===== src/design/rllc_pkg.sv =====
package rllc_pkg;

   localparam int PIXEL_W     = 8;
   localparam int THRESH_W    = 8;
   localparam int DIM_W       = 11;
   localparam int ROW_INDEX_W = 10;
   localparam int CENTROID_W  = 18;
   localparam int FRAC_BITS   = 8;
   localparam int CSR_IDX_W   = 2;
   localparam int CSR_DATA_W  = 11;

   // register indexes
   localparam logic [CSR_IDX_W-1:0] CSR_THRESHOLD = 2'd0;
   localparam logic [CSR_IDX_W-1:0] CSR_ROW_WIDTH = 2'd1;
   localparam logic [CSR_IDX_W-1:0] CSR_ROW_COUNT = 2'd2;

   localparam logic [THRESH_W-1:0] THRESHOLD_RESET = 8'd128;
   localparam logic [DIM_W-1:0]    ROW_WIDTH_RESET = 11'd640;
   localparam logic [DIM_W-1:0]    ROW_COUNT_RESET = 11'd480;

   typedef struct packed {
      logic pixel_ready;
      logic take_pixel;
      logic start_div;
      logic div_step;
      logic load_out;
   } rllc_cmd_type;

   typedef struct packed {
      logic row_end;
      logic div_last;
      logic out_free;
   } rllc_status_type;

endpackage


===== src/design/rllc_ifs.sv =====
interface rllc_pixel_if;
   import rllc_pkg::*;

   logic                 valid;
   logic                 ready;
   logic [PIXEL_W-1:0]   pixel_value;

   modport source (output valid, output pixel_value, input ready);
   modport sink (input valid, input pixel_value, output ready);
endinterface

interface rllc_result_if;
   import rllc_pkg::*;

   logic                   valid;
   logic                   ready;
   logic [ROW_INDEX_W-1:0] row_index;
   logic [CENTROID_W-1:0]  centroid_column;
   logic                   row_dark;
   logic                   frame_last;

   modport source (output valid, output row_index, output centroid_column,
                   output row_dark, output frame_last, input ready);
   modport sink (input valid, input row_index, input centroid_column,
                 input row_dark, input frame_last, output ready);
endinterface

interface rllc_csr_if;
   import rllc_pkg::*;

   logic                  valid;
   logic                  ready;
   logic [CSR_IDX_W-1:0]  index;
   logic [CSR_DATA_W-1:0] data;

   modport source (output valid, output index, output data, input ready);
   modport sink (input valid, input index, input data, output ready);
endinterface


===== src/design/rllc_datapath.sv =====
module rllc_datapath #(
   parameter int MAX_WIDTH = 1024,
   parameter int MAX_ROWS  = 1024
) (
   input  logic                             clock,
   input  logic                             reset,
   input  rllc_pkg::rllc_cmd_type           cmd,
   output rllc_pkg::rllc_status_type        status,
   input  logic [rllc_pkg::PIXEL_W-1:0]     pixel_value,
   input  logic                             csr_write,
   input  logic [rllc_pkg::CSR_IDX_W-1:0]   csr_index,
   input  logic [rllc_pkg::CSR_DATA_W-1:0]  csr_data,
   output logic                             rsp_valid,
   input  logic                             rsp_ready,
   output logic [rllc_pkg::ROW_INDEX_W-1:0] rsp_row_index,
   output logic [rllc_pkg::CENTROID_W-1:0]  rsp_centroid_column,
   output logic                             rsp_row_dark,
   output logic                             rsp_frame_last
);
   import rllc_pkg::*;

   localparam int CW    = $clog2(MAX_WIDTH);
   localparam int RW    = (MAX_ROWS > 1) ? $clog2(MAX_ROWS) : 1;
   localparam int SW    = CW + PIXEL_W;          // mass sum
   localparam int MW    = 2 * CW + PIXEL_W;      // moment sum
   localparam int PW    = CW + PIXEL_W;          // column * pixel
   localparam int QW    = CW + FRAC_BITS;        // quotient bits
   localparam int CNT_W = $clog2(QW + 1);
   localparam int MAXD  = (CW > RW) ? CW : RW;
   localparam int CMP_W = ((MAXD > DIM_W) ? MAXD : DIM_W) + 2;

   logic [THRESH_W-1:0] threshold_ff;
   logic [DIM_W-1:0]    row_width_ff;
   logic [DIM_W-1:0]    row_count_ff;

   logic [CW-1:0]       col_ff;
   logic [RW-1:0]       row_ff;
   logic [SW-1:0]       mass_ff;
   logic [MW-1:0]       moment_ff;

   logic [SW-1:0]       rem_ff;
   logic [QW-1:0]       quo_ff;
   logic [SW-1:0]       divisor_ff;
   logic [CNT_W-1:0]    cnt_ff;
   logic                dark_ff;
   logic                last_ff;
   logic [RW-1:0]       row_idx_ff;

   logic                   out_valid_ff;
   logic [ROW_INDEX_W-1:0] out_row_ff;
   logic [CENTROID_W-1:0]  out_cent_ff;
   logic                   out_dark_ff;
   logic                   out_last_ff;

   logic [CMP_W-1:0]    width_eff;
   logic [CMP_W-1:0]    rows_eff;
   logic                row_end;
   logic                frame_end;
   logic [PIXEL_W-1:0]  gated;
   logic [PW-1:0]       prod;
   logic [SW-1:0]       mass_in;
   logic [MW-1:0]       moment_in;
   logic [SW:0]         trial;
   logic [SW:0]         diff;
   logic                fits;
   logic [RW+ROW_INDEX_W-1:0] row_wide;
   logic [QW+CENTROID_W-1:0]  cent_wide;

   // configuration
   always_ff @(posedge clock) begin
      if (reset) begin
         threshold_ff <= THRESHOLD_RESET;
         row_width_ff <= ROW_WIDTH_RESET;
         row_count_ff <= ROW_COUNT_RESET;
      end else if (csr_write) begin
         case (csr_index)
            CSR_THRESHOLD: threshold_ff <= csr_data[THRESH_W-1:0];
            CSR_ROW_WIDTH: row_width_ff <= csr_data[DIM_W-1:0];
            CSR_ROW_COUNT: row_count_ff <= csr_data[DIM_W-1:0];
            default: ;
         endcase
      end
   end

   // clamp dimensions into 1..max
   always_comb begin
      if (row_width_ff == '0) width_eff = CMP_W'(1);
      else if (CMP_W'(row_width_ff) > CMP_W'(MAX_WIDTH)) width_eff = CMP_W'(MAX_WIDTH);
      else width_eff = CMP_W'(row_width_ff);

      if (row_count_ff == '0) rows_eff = CMP_W'(1);
      else if (CMP_W'(row_count_ff) > CMP_W'(MAX_ROWS)) rows_eff = CMP_W'(MAX_ROWS);
      else rows_eff = CMP_W'(row_count_ff);
   end

   assign row_end   = (CMP_W'(col_ff) + CMP_W'(1)) >= width_eff;
   assign frame_end = (CMP_W'(row_ff) + CMP_W'(1)) >= rows_eff;

   assign gated     = (pixel_value > threshold_ff) ? pixel_value : '0;
   assign prod      = PW'(col_ff) * PW'(gated);
   assign mass_in   = mass_ff + SW'(gated);
   assign moment_in = moment_ff + MW'(prod);

   // row accumulation
   always_ff @(posedge clock) begin
      if (reset) begin
         col_ff    <= '0;
         row_ff    <= '0;
         mass_ff   <= '0;
         moment_ff <= '0;
      end else if (cmd.take_pixel) begin
         if (row_end) begin
            col_ff    <= '0;
            mass_ff   <= '0;
            moment_ff <= '0;
            row_ff    <= frame_end ? '0 : row_ff + RW'(1);
         end else begin
            col_ff    <= col_ff + CW'(1);
            mass_ff   <= mass_in;
            moment_ff <= moment_in;
         end
      end
   end

   // restoring divider, one quotient bit per step
   // the high part of moment*256 is below the mass, so QW steps suffice
   assign trial = {rem_ff, quo_ff[QW-1]};
   assign diff  = trial - {1'b0, divisor_ff};
   assign fits  = trial >= {1'b0, divisor_ff};

   always_ff @(posedge clock) begin
      if (reset) begin
         cnt_ff <= '0;
      end else if (cmd.start_div) begin
         cnt_ff <= CNT_W'(QW);
      end else if (cmd.div_step) begin
         cnt_ff <= cnt_ff - CNT_W'(1);
      end
   end

   always_ff @(posedge clock) begin
      if (cmd.start_div) begin
         rem_ff     <= moment_in[MW-1:CW];
         quo_ff     <= {moment_in[CW-1:0], {FRAC_BITS{1'b0}}};
         divisor_ff <= mass_in;
         dark_ff    <= (mass_in == '0);
         last_ff    <= frame_end;
         row_idx_ff <= row_ff;
      end else if (cmd.div_step) begin
         rem_ff <= fits ? diff[SW-1:0] : trial[SW-1:0];
         quo_ff <= {quo_ff[QW-2:0], fits};
      end
   end

   // output register
   assign row_wide  = {{ROW_INDEX_W{1'b0}}, row_idx_ff};
   assign cent_wide = {{CENTROID_W{1'b0}}, quo_ff};

   always_ff @(posedge clock) begin
      if (reset) begin
         out_valid_ff <= 1'b0;
      end else if (cmd.load_out) begin
         out_valid_ff <= 1'b1;
      end else if (rsp_ready) begin
         out_valid_ff <= 1'b0;
      end
   end

   always_ff @(posedge clock) begin
      if (cmd.load_out) begin
         out_row_ff  <= row_wide[ROW_INDEX_W-1:0];
         out_cent_ff <= dark_ff ? '0 : cent_wide[CENTROID_W-1:0];
         out_dark_ff <= dark_ff;
         out_last_ff <= last_ff;
      end
   end

   assign rsp_valid           = out_valid_ff;
   assign rsp_row_index       = out_row_ff;
   assign rsp_centroid_column = out_cent_ff;
   assign rsp_row_dark        = out_dark_ff;
   assign rsp_frame_last      = out_last_ff;

   assign status.row_end  = row_end;
   assign status.div_last = (cnt_ff == CNT_W'(1));
   assign status.out_free = !out_valid_ff || rsp_ready;

endmodule


===== src/design/rllc_controller.sv =====
module rllc_controller (
   input  logic                      clock,
   input  logic                      reset,
   input  logic                      req_valid,
   input  rllc_pkg::rllc_status_type status,
   output rllc_pkg::rllc_cmd_type    cmd
);
   import rllc_pkg::*;

   typedef enum logic [2:0] {
      ST_IDLE   = 3'b001,
      ST_DIVIDE = 3'b010,
      ST_HOLD   = 3'b100
   } ctrl_state_type;

   ctrl_state_type state_ff;
   ctrl_state_type state_in;

   always_comb begin
      state_in        = state_ff;
      cmd             = '0;
      // a row end waits while the divider still holds the previous row
      cmd.pixel_ready = (state_ff == ST_IDLE) || !status.row_end;
      cmd.take_pixel  = req_valid && cmd.pixel_ready;
      case (state_ff)
         ST_IDLE: begin
            if (cmd.take_pixel && status.row_end) begin
               cmd.start_div = 1'b1;
               state_in      = ST_DIVIDE;
            end
         end
         ST_DIVIDE: begin
            cmd.div_step = 1'b1;
            if (status.div_last) state_in = ST_HOLD;
         end
         ST_HOLD: begin
            if (status.out_free) begin
               cmd.load_out = 1'b1;
               state_in     = ST_IDLE;
            end
         end
         default: begin
            state_in = ST_IDLE;
         end
      endcase
   end

   always_ff @(posedge clock) begin
      if (reset) state_ff <= ST_IDLE;
      else state_ff <= state_in;
   end

endmodule


===== src/design/row_laser_line_centroid.sv =====
// Row centroid of a laser line image. Monochrome pixels come in raster order, one per
// clock while ready is high; a pixel above the threshold counts with its value, any other
// as zero. After the last pixel of a row one transaction gives the row's intensity
// centroid as column * 256 (8 fraction bits, truncated), with row_dark set and the
// centroid zero when no pixel was lit, and frame_last on the frame's last row. The
// quotient comes from a restoring divider that forms one bit per cycle, and the result
// is then loaded into the output register once that register is free. Pixels of the
// next row are taken while the divider runs; only a row's last pixel waits for the
// divider to hand over, so it stalls while the previous row's result is not yet loaded.
// The user must write registers through the csr channel only while no row is in flight;
// the block itself does not enforce this. They take effect on the next pixel.
module row_laser_line_centroid #(
   parameter int MAX_WIDTH = 1024,
   parameter int MAX_ROWS  = 1024
) (
   input logic          clock,
   input logic          reset,
   rllc_pixel_if.sink   req_chan,
   rllc_result_if.source rsp_chan,
   rllc_csr_if.sink     csr_chan
);
   import rllc_pkg::*;

   rllc_cmd_type    cmd;
   rllc_status_type status;

   assign req_chan.ready = cmd.pixel_ready;
   assign csr_chan.ready = 1'b1;

   rllc_controller u_controller (
      .clock     (clock),
      .reset     (reset),
      .req_valid (req_chan.valid),
      .status    (status),
      .cmd       (cmd)
   );

   rllc_datapath #(
      .MAX_WIDTH (MAX_WIDTH),
      .MAX_ROWS  (MAX_ROWS)
   ) u_datapath (
      .clock               (clock),
      .reset               (reset),
      .cmd                 (cmd),
      .status              (status),
      .pixel_value         (req_chan.pixel_value),
      .csr_write           (csr_chan.valid),
      .csr_index           (csr_chan.index),
      .csr_data            (csr_chan.data),
      .rsp_valid           (rsp_chan.valid),
      .rsp_ready           (rsp_chan.ready),
      .rsp_row_index       (rsp_chan.row_index),
      .rsp_centroid_column (rsp_chan.centroid_column),
      .rsp_row_dark        (rsp_chan.row_dark),
      .rsp_frame_last      (rsp_chan.frame_last)
   );

endmodule


===== src/flat_wrapper.sv =====
// flat-port wrapper written by rule: the top's interface ports become plain ports
module row_laser_line_centroid_flat import rllc_pkg::*;
#(
   parameter int MAX_WIDTH = 1024,
   parameter int MAX_ROWS  = 1024
)
  (clock, reset, req_chan_valid, req_chan_pixel_value, req_chan_ready, rsp_chan_valid, rsp_chan_row_index, rsp_chan_centroid_column, rsp_chan_row_dark, rsp_chan_frame_last, rsp_chan_ready, csr_chan_valid, csr_chan_index, csr_chan_data, csr_chan_ready);
  rllc_pixel_if req_chan_i ();
  rllc_result_if rsp_chan_i ();
  rllc_csr_if csr_chan_i ();
  input logic clock;
  input logic reset;
  input wire logic [$bits(req_chan_i.valid)-1:0] req_chan_valid;
  input wire logic [$bits(req_chan_i.pixel_value)-1:0] req_chan_pixel_value;
  output wire logic [$bits(req_chan_i.ready)-1:0] req_chan_ready;
  output wire logic [$bits(rsp_chan_i.valid)-1:0] rsp_chan_valid;
  output wire logic [$bits(rsp_chan_i.row_index)-1:0] rsp_chan_row_index;
  output wire logic [$bits(rsp_chan_i.centroid_column)-1:0] rsp_chan_centroid_column;
  output wire logic [$bits(rsp_chan_i.row_dark)-1:0] rsp_chan_row_dark;
  output wire logic [$bits(rsp_chan_i.frame_last)-1:0] rsp_chan_frame_last;
  input wire logic [$bits(rsp_chan_i.ready)-1:0] rsp_chan_ready;
  input wire logic [$bits(csr_chan_i.valid)-1:0] csr_chan_valid;
  input wire logic [$bits(csr_chan_i.index)-1:0] csr_chan_index;
  input wire logic [$bits(csr_chan_i.data)-1:0] csr_chan_data;
  output wire logic [$bits(csr_chan_i.ready)-1:0] csr_chan_ready;
  assign req_chan_i.valid = req_chan_valid;
  assign req_chan_i.pixel_value = req_chan_pixel_value;
  assign req_chan_ready = req_chan_i.ready;
  assign rsp_chan_valid = rsp_chan_i.valid;
  assign rsp_chan_row_index = rsp_chan_i.row_index;
  assign rsp_chan_centroid_column = rsp_chan_i.centroid_column;
  assign rsp_chan_row_dark = rsp_chan_i.row_dark;
  assign rsp_chan_frame_last = rsp_chan_i.frame_last;
  assign rsp_chan_i.ready = rsp_chan_ready;
  assign csr_chan_i.valid = csr_chan_valid;
  assign csr_chan_i.index = csr_chan_index;
  assign csr_chan_i.data = csr_chan_data;
  assign csr_chan_ready = csr_chan_i.ready;
  row_laser_line_centroid #(.MAX_WIDTH(MAX_WIDTH), .MAX_ROWS(MAX_ROWS)) u_core (.clock(clock), .reset(reset), .req_chan(req_chan_i), .rsp_chan(rsp_chan_i), .csr_chan(csr_chan_i));
endmodule

===== config.mk =====
export PLATFORM = sky130hd
export DESIGN_NAME = row_laser_line_centroid_flat
export DESIGN_NICKNAME = d
export VERILOG_FILES = /design/src/design/rllc_pkg.sv /design/src/design/rllc_ifs.sv /design/src/design/rllc_datapath.sv /design/src/design/rllc_controller.sv /design/src/design/row_laser_line_centroid.sv /design/src/flat_wrapper.sv
export SDC_FILE = /design/constraint.sdc
export NUM_CORES = 1
export LEC_CHECK = 0
export BUFFER_PORTS_ARGS = -buffer_cell sky130_fd_sc_hd__buf_2
export CORE_ASPECT_RATIO = 0.75
export CORE_UTILIZATION = 57
export CTS_CLUSTER_DIAMETER = 40
export DETAILED_ROUTE_END_ITERATION = 12
export PLACE_DENSITY = 0.88
export SLEW_MARGIN = 40
export SYNTH_ARGS = -nofsm -noshare
export SYNTH_HDL_FRONTEND = slang
export SYNTH_SLANG_ARGS = --single-unit

===== constraint.sdc =====
create_clock -name clock -period 6.38 [get_ports clock]
set_input_delay 0.638 -clock clock [delete_from_list [all_inputs] [get_ports clock]]
set_output_delay 0.638 -clock clock [all_outputs]
set_load 0.1 [all_outputs]

Word level (Yosys, flattened, before mapping)
Cells that the tools add are included.
{ "word_totals": {"elab_cells": 91, "out_inout_bits": 33, "regBits": 201} }
{ "classes": {"mux": 27, "reduce_logical": 18, "order_cmp": 6, "n_addsub": 8, "n_mul": 1, "n_eq_ne": 9} }
{ "op_table": {"columns": ["cell", "count"], "rows": [
  ["18-bit 2-to-1 mux", 6],
  ["11-bit 2-to-1 mux", 4],
  ["28-bit by 18-bit adder with 28-bit output", 1],
  ["28-bit 2-to-1 mux", 1],
  ["11-bit by 13-bit greater-or-equal comparator with 1-bit output", 2],
  ["10-bit by 1-bit adder with 11-bit output (second input constant)", 2],
  ["11-bit greater-than comparator (second input constant)", 2],
  ["11-bit zero test", 2],
  ["10-bit by 1-bit adder with 10-bit output (second input constant)", 2],
  ["10-bit 2-to-1 mux", 2],
  ["19-bit by 18-bit greater-or-equal comparator with 1-bit output", 1],
  ["18-bit by 8-bit adder with 18-bit output", 1],
  ["18-bit zero test", 1],
  ["10-bit by 8-bit multiplier with 18-bit output", 1],
  ["18-bit subtractor", 1],
  ["5-bit 2-to-1 mux", 2],
  ["3-bit 2-to-1 mux", 3],
  ["3-bit one-hot mux with 3 select lines", 1],
  ["8-bit greater-than comparator", 1],
  ["8-bit 2-to-1 mux", 1],
  ["2-bit AND reduction", 4],
  ["1-bit 2-to-1 mux", 7],
  ["2-bit by 1-bit inequality test with 1-bit output (second input constant)", 3],
  ["5-bit by 1-bit == test with 1-bit output (second input constant)", 1],
  ["other kinds (13)", 17]
]} }

Longest topological paths before layout
{ "depth": {"ltp_word": 11, "depth_mapped": 27} }

Hierarchy
A second synthesis with hierarchy kept.
{ "hier_totals": {"cells_unflattened": 1497, "hier_area_um2": 13838.3} }
{ "by_module_without_submodules": {"columns": ["mod", "area_per_inst_um2", "n_inst", "cells_per_inst"], "rows": [
  ["rllc_datapath", 13619.3, 1, 1474],
  ["rllc_controller", 207.7, 1, 21],
  ["row_laser_line_centroid", 11.3, 1, 2]
]} }

Worst setup path after synthesis
OpenSTA, ideal clock, no wires.
{ "synth_path": {"path_type": "input to register", "startpoint": "input port req_chan_pixel_value[1]", "endpoint": "register u_core.u_datapath.rem_ff[12] (data pin)", "slack_ps": -573, "arrival_ps": 6676, "cell_stages": 24, "t_required_ps": 6103, "n_path_buf": 2, "path_cell_list": "ha_1 -> nor2b_1 -> o21a_1 -> o21a_1 -> o21a_1 -> o21bai_1 -> a211oi_1 -> clkbuf_1 -> and2_1 -> fa_1 -> fa_1 -> fa_1 -> inv_1 -> fa_1 -> inv_1 -> ha_1 -> a2111oi_4 -> o21ai_2 -> a32o_1 -> o211a_1 -> or3_1 -> buf_6 -> a211oi_1 -> a211oi_2"} }
{ "synth_via": {"elab_chain_len": 5} }
{ "synth_lines": {"columns": ["item", "line", "text"], "rows": [
  ["from (decl)", "flat_wrapper.sv:14", "input wire logic [$bits(req_chan_i.pixel_value)-1:0] req_chan_pixel_value;"],
  ["8-bit greater-than comparator", "rllc_datapath.sv:99", "assign gated = (pixel_value > threshold_ff) ? pixel_value : '0;"],
  ["8-bit 2-to-1 mux (*)", "rllc_datapath.sv:99", null],
  ["10-bit by 8-bit multiplier with 18-bit output (*)", "rllc_datapath.sv:100", "assign prod = PW'(col_ff) * PW'(gated);"],
  ["28-bit by 18-bit adder with 28-bit output (*)", "rllc_datapath.sv:102", "assign moment_in = moment_ff + MW'(prod);"],
  ["18-bit 2-to-1 mux (*)", "rllc_datapath.sv:142", "if (cmd.start_div) begin"],
  ["to (signal assigned)", "rllc_datapath.sv:143", "rem_ff <= moment_in[MW-1:CW];"],
  ["to (signal assigned)", "rllc_datapath.sv:150", "rem_ff <= fits ? diff[SW-1:0] : trial[SW-1:0];"],
  ["to (decl)", "rllc_datapath.sv:41", "logic [SW-1:0] rem_ff;"]
]} }
Every way passes the cells marked *; elsewhere a longest branch is shown, timed or not.
A chain may end at the register's enable or synchronous reset.

Worst setup path in the final report
{ "layout_path": {"startpoint": "register u_core.u_datapath.threshold_ff[1]", "endpoint": "register u_core.u_datapath.rem_ff[12] (data pin)"} }
{ "layout_via": {"elab_chain_len": 5} }
{ "layout_lines": {"columns": ["item", "line", "text"], "rows": [
  ["from (decl)", "rllc_datapath.sv:32", "logic [THRESH_W-1:0] threshold_ff;"],
  ["from (signal assigned)", "rllc_datapath.sv:77", "CSR_THRESHOLD: threshold_ff <= csr_data[THRESH_W-1:0];"],
  ["8-bit greater-than comparator", "rllc_datapath.sv:99", null],
  ["8-bit 2-to-1 mux", "rllc_datapath.sv:99", null],
  ["10-bit by 8-bit multiplier with 18-bit output", "rllc_datapath.sv:100", null],
  ["28-bit by 18-bit adder with 28-bit output", "rllc_datapath.sv:102", null],
  ["18-bit 2-to-1 mux", "rllc_datapath.sv:142", null]
]} }
No other way between the ends.

==> out/results.tsv <==
metric	value	unit
outcome	finished clean	
synth_nets	1724	
synth_flop_cell	dfxtp_1	
ys.warnings.count	0	
criticalPathCategory	register to register	
startpoint	u_core.u_datapath.threshold_ff[1]	
synthCells	1529	
final_common_cell	inv_1	
holdWs	0.338	ns
wirelength	37300	µm
finalHoldViolations	0	
remaining_drc_errors	0	
dpl.hpwl	26300	µm
final.fill_count	1690	
netlist_top_cells_area	edfxtp_1 19%, dfxtp_1 16%, fa_1 9.5%	
synth_cell_type_count	79	
synthArstFlopShare	0	%
cts_root_buf	clkbuf_16	
die_area	25100	µm²
h-tree-depth	1	
rsz0062_at_grt	true	
die_x	182	µm
path_max_fanout	8	
vias	12126	
cts_sinks	201	
final_cell_mix	174 x inv_1, 152 x nand2_1, 112 x dfxtp_1	
grt_max_degree	84	
p_leak	7.05	nW
postSynthAreaPerCell	9.10	µm²
pin_count	59	
drv_slew	0	
p_total	0.00322	W
syn_area	13900	µm²
r2r_start	u_core.u_datapath.threshold_ff[1]	
area_delta_synth_final	16.4	%
nets	1819	
fin_crit_sh	99.1	%
worst_ep_arrival_time	6.71	ns
max_slew.worst_pin.slew	0.844	ns
clkSlewWorstSetupHoldPaths	0.06	ns
clock_latency	0.54	ns
ys_ff_latch	201	
critPathCaptureType	register	
grt_pass1_wl	56500	µm
port_buffers	57	
place_congestion	0.924	
ant_nets	0	
required	6.76	ns
ir_drop	0.195	mV
core	24000	µm²
yosysTopAreaCell	edfxtp_1	
holdCritStartpoint	csr_chan_data[9]	
power.density	199	nW/µm²
die_y	137	µm
clock_path_buffers	3	
hp-class	input pin to register	
fin_skew	0.0108	ns
fmax	158	MHz
antenna_found_initial	0	
initialDrtViolationCount	1461	
synth_edf_count	88	
yosysTopAreaCellShare	19.0	%
grt_pass1_vias	11104	
detail_route.wl_per_cell	18.8	µm
relSlewSlack	43.4	%
setup_viol	0	
routed_via_density	6.13	
dr.pass1.iters	5	
rows	49	
overflow	0	
post-route-min-period	6.32	ns
grt_usage	28.4	%
startpoint_type	register	
start_util	58.1	%
setup-tns-final	0	ns
cts_tree	done	
cap_violations	0	
ys_seq_area_share	35.2	%
numCtsBuffers	27	
drive_above_1_share	16.5	%
fin_util	67.6	%
==> flip-flops by register name (all words and copies together), names as in the netlist <==
name	count
u_core.u_controller.state_ff	3
u_core.u_datapath.cnt_ff	5
u_core.u_datapath.col_ff	10
u_core.u_datapath.dark_ff	1
u_core.u_datapath.divisor_ff	18
u_core.u_datapath.last_ff	1
u_core.u_datapath.mass_ff	18
u_core.u_datapath.moment_ff	28
u_core.u_datapath.quo_ff	18
u_core.u_datapath.rem_ff	18
u_core.u_datapath.row_count_ff	11
u_core.u_datapath.row_ff	10
u_core.u_datapath.row_idx_ff	10
u_core.u_datapath.row_width_ff	11
u_core.u_datapath.rsp_centroid_column	18
u_core.u_datapath.rsp_frame_last	1
u_core.u_datapath.rsp_row_dark	1
u_core.u_datapath.rsp_row_index	10
u_core.u_datapath.rsp_valid	1
u_core.u_datapath.threshold_ff	8
==> worst paths after layout <==
path         depth (start not counted)                                 end  slack [ns]
min                                  3   u_core.u_datapath.row_width_ff[9]        0.34
min reg2reg                          0  u_core.u_datapath.rsp_row_index[2]        0.42
max reg2reg                         25        u_core.u_datapath.rem_ff[12]        0.06
max                                 25        u_core.u_datapath.rem_ff[12]        0.06
==> per-stage QoR <==
step | std cells | worst slack, ns | cell area (µm²)
after floorplan | 1529 | 0.00615 | 14000
after global routing | 1976 | -0.105 | 16200
after CTS | 1966 | 0.0439 | 15900
after global placement | 1915 | -0.266 | 15000
final | 1977 | 0.0579 | 16200
after detailed placement | 1916 | -0.415 | 15000
==> where the power goes <==
| part | leakage [nW] | switching [W] | internal [W] | total, W |
|---|---|---|---|---|
| registers | 1.74 | 0.0000286 | 0.00138 | 0.00141 |
| clock network | 0.419 | 0.000621 | 0.000856 | 0.00148 |
| logic | 4.89 | 0.000206 | 0.000133 | 0.000339 |
==> cell type report <==
| class | instances | area, µm² | share of cell area, % |
|---|---|---|---|
| diodes | 1 | 2.50 | 0.0154 |
| repair buffers | 140 | 938 | 5.79 |
| well taps | 331 | 414 | 2.56 |
| clock inverters | 15 | 161 | 0.996 |
| clock buffers | 35 | 716 | 4.42 |
| inverters | 184 | 691 | 4.26 |
| flip-flops and latches | 201 | 4910 | 30.3 |
| multi-input cells | 1070 | 8380 | 51.7 |
==> cells in the mapped netlist (all sizes together), types with 20 or more instances <==
master and n:
inv 182, nor3 20, nor2b 22, nor2 107, dfxtp 113, nand2 154, ha 103, o21ai 52
xnor2 41, nand3 39, and2 55, fa 66, a22oi 40, edfxtp 88, clkbuf 62, a211oi 30
a21oi 75
==> cell families after synthesis <==
| kind of cell | Yosys count | synth area share [%] |
|---|---|---|
| fa+ha+maj | 169 | 18.8 |
| mux | 15 | 1.08 |
| xor+xnor | 58 | 3.65 |
| compound gates | 335 | 16.7 |
| buf+inv | 258 | 7.15 |
| other cells | 1 | 0.0269 |
| flops | 201 | 35.2 |
| simple gates | 492 | 17.4 |
==> critical path, cell delays in order, from the launching register on <==
cell       delay [ns]
dfxtp_2          0.32
inv_2            0.04
ha_4             0.26
nor2b_4          0.13
o21a_1           0.12
o21a_1           0.12
o21a_1           0.15
o21bai_4         0.13
a211oi_2         0.27
buf_4            0.22
nand2_2          0.08
fa_1             0.53
inv_1            0.05
fa_1             0.49
fa_1             0.60
inv_2            0.05
fa_1             0.54
inv_2            0.05
ha_4             0.23
a2111oi_4        0.30
o21ai_2          0.10
a32o_2           0.28
o211a_1          0.28
or3_4            0.44
and4_4           0.21
a211oi_2         0.18
==> what timing repair did <==
item                                    4_1_cts  5_1_grt
endpoints found under the setup margin        7       23
pin swaps                                     0       34
gates resized for setup                       3       49
hold buffers                                  0        0
buffers inserted                              0       10
==> routing by layer <==
metal  up-vias  part of all wire (%)  routed length (µm)  global-route usage, %
met3       147                    10                3790                   6.24
li1       5520                     -                   -                      -
met2       689                    43               16100                   42.9
met4         0                   3.9                1450                   10.7
met5         -                     0                   0                      0
met1      5770                    43               15900                   40.1
(Power assumes the default switching activity.)
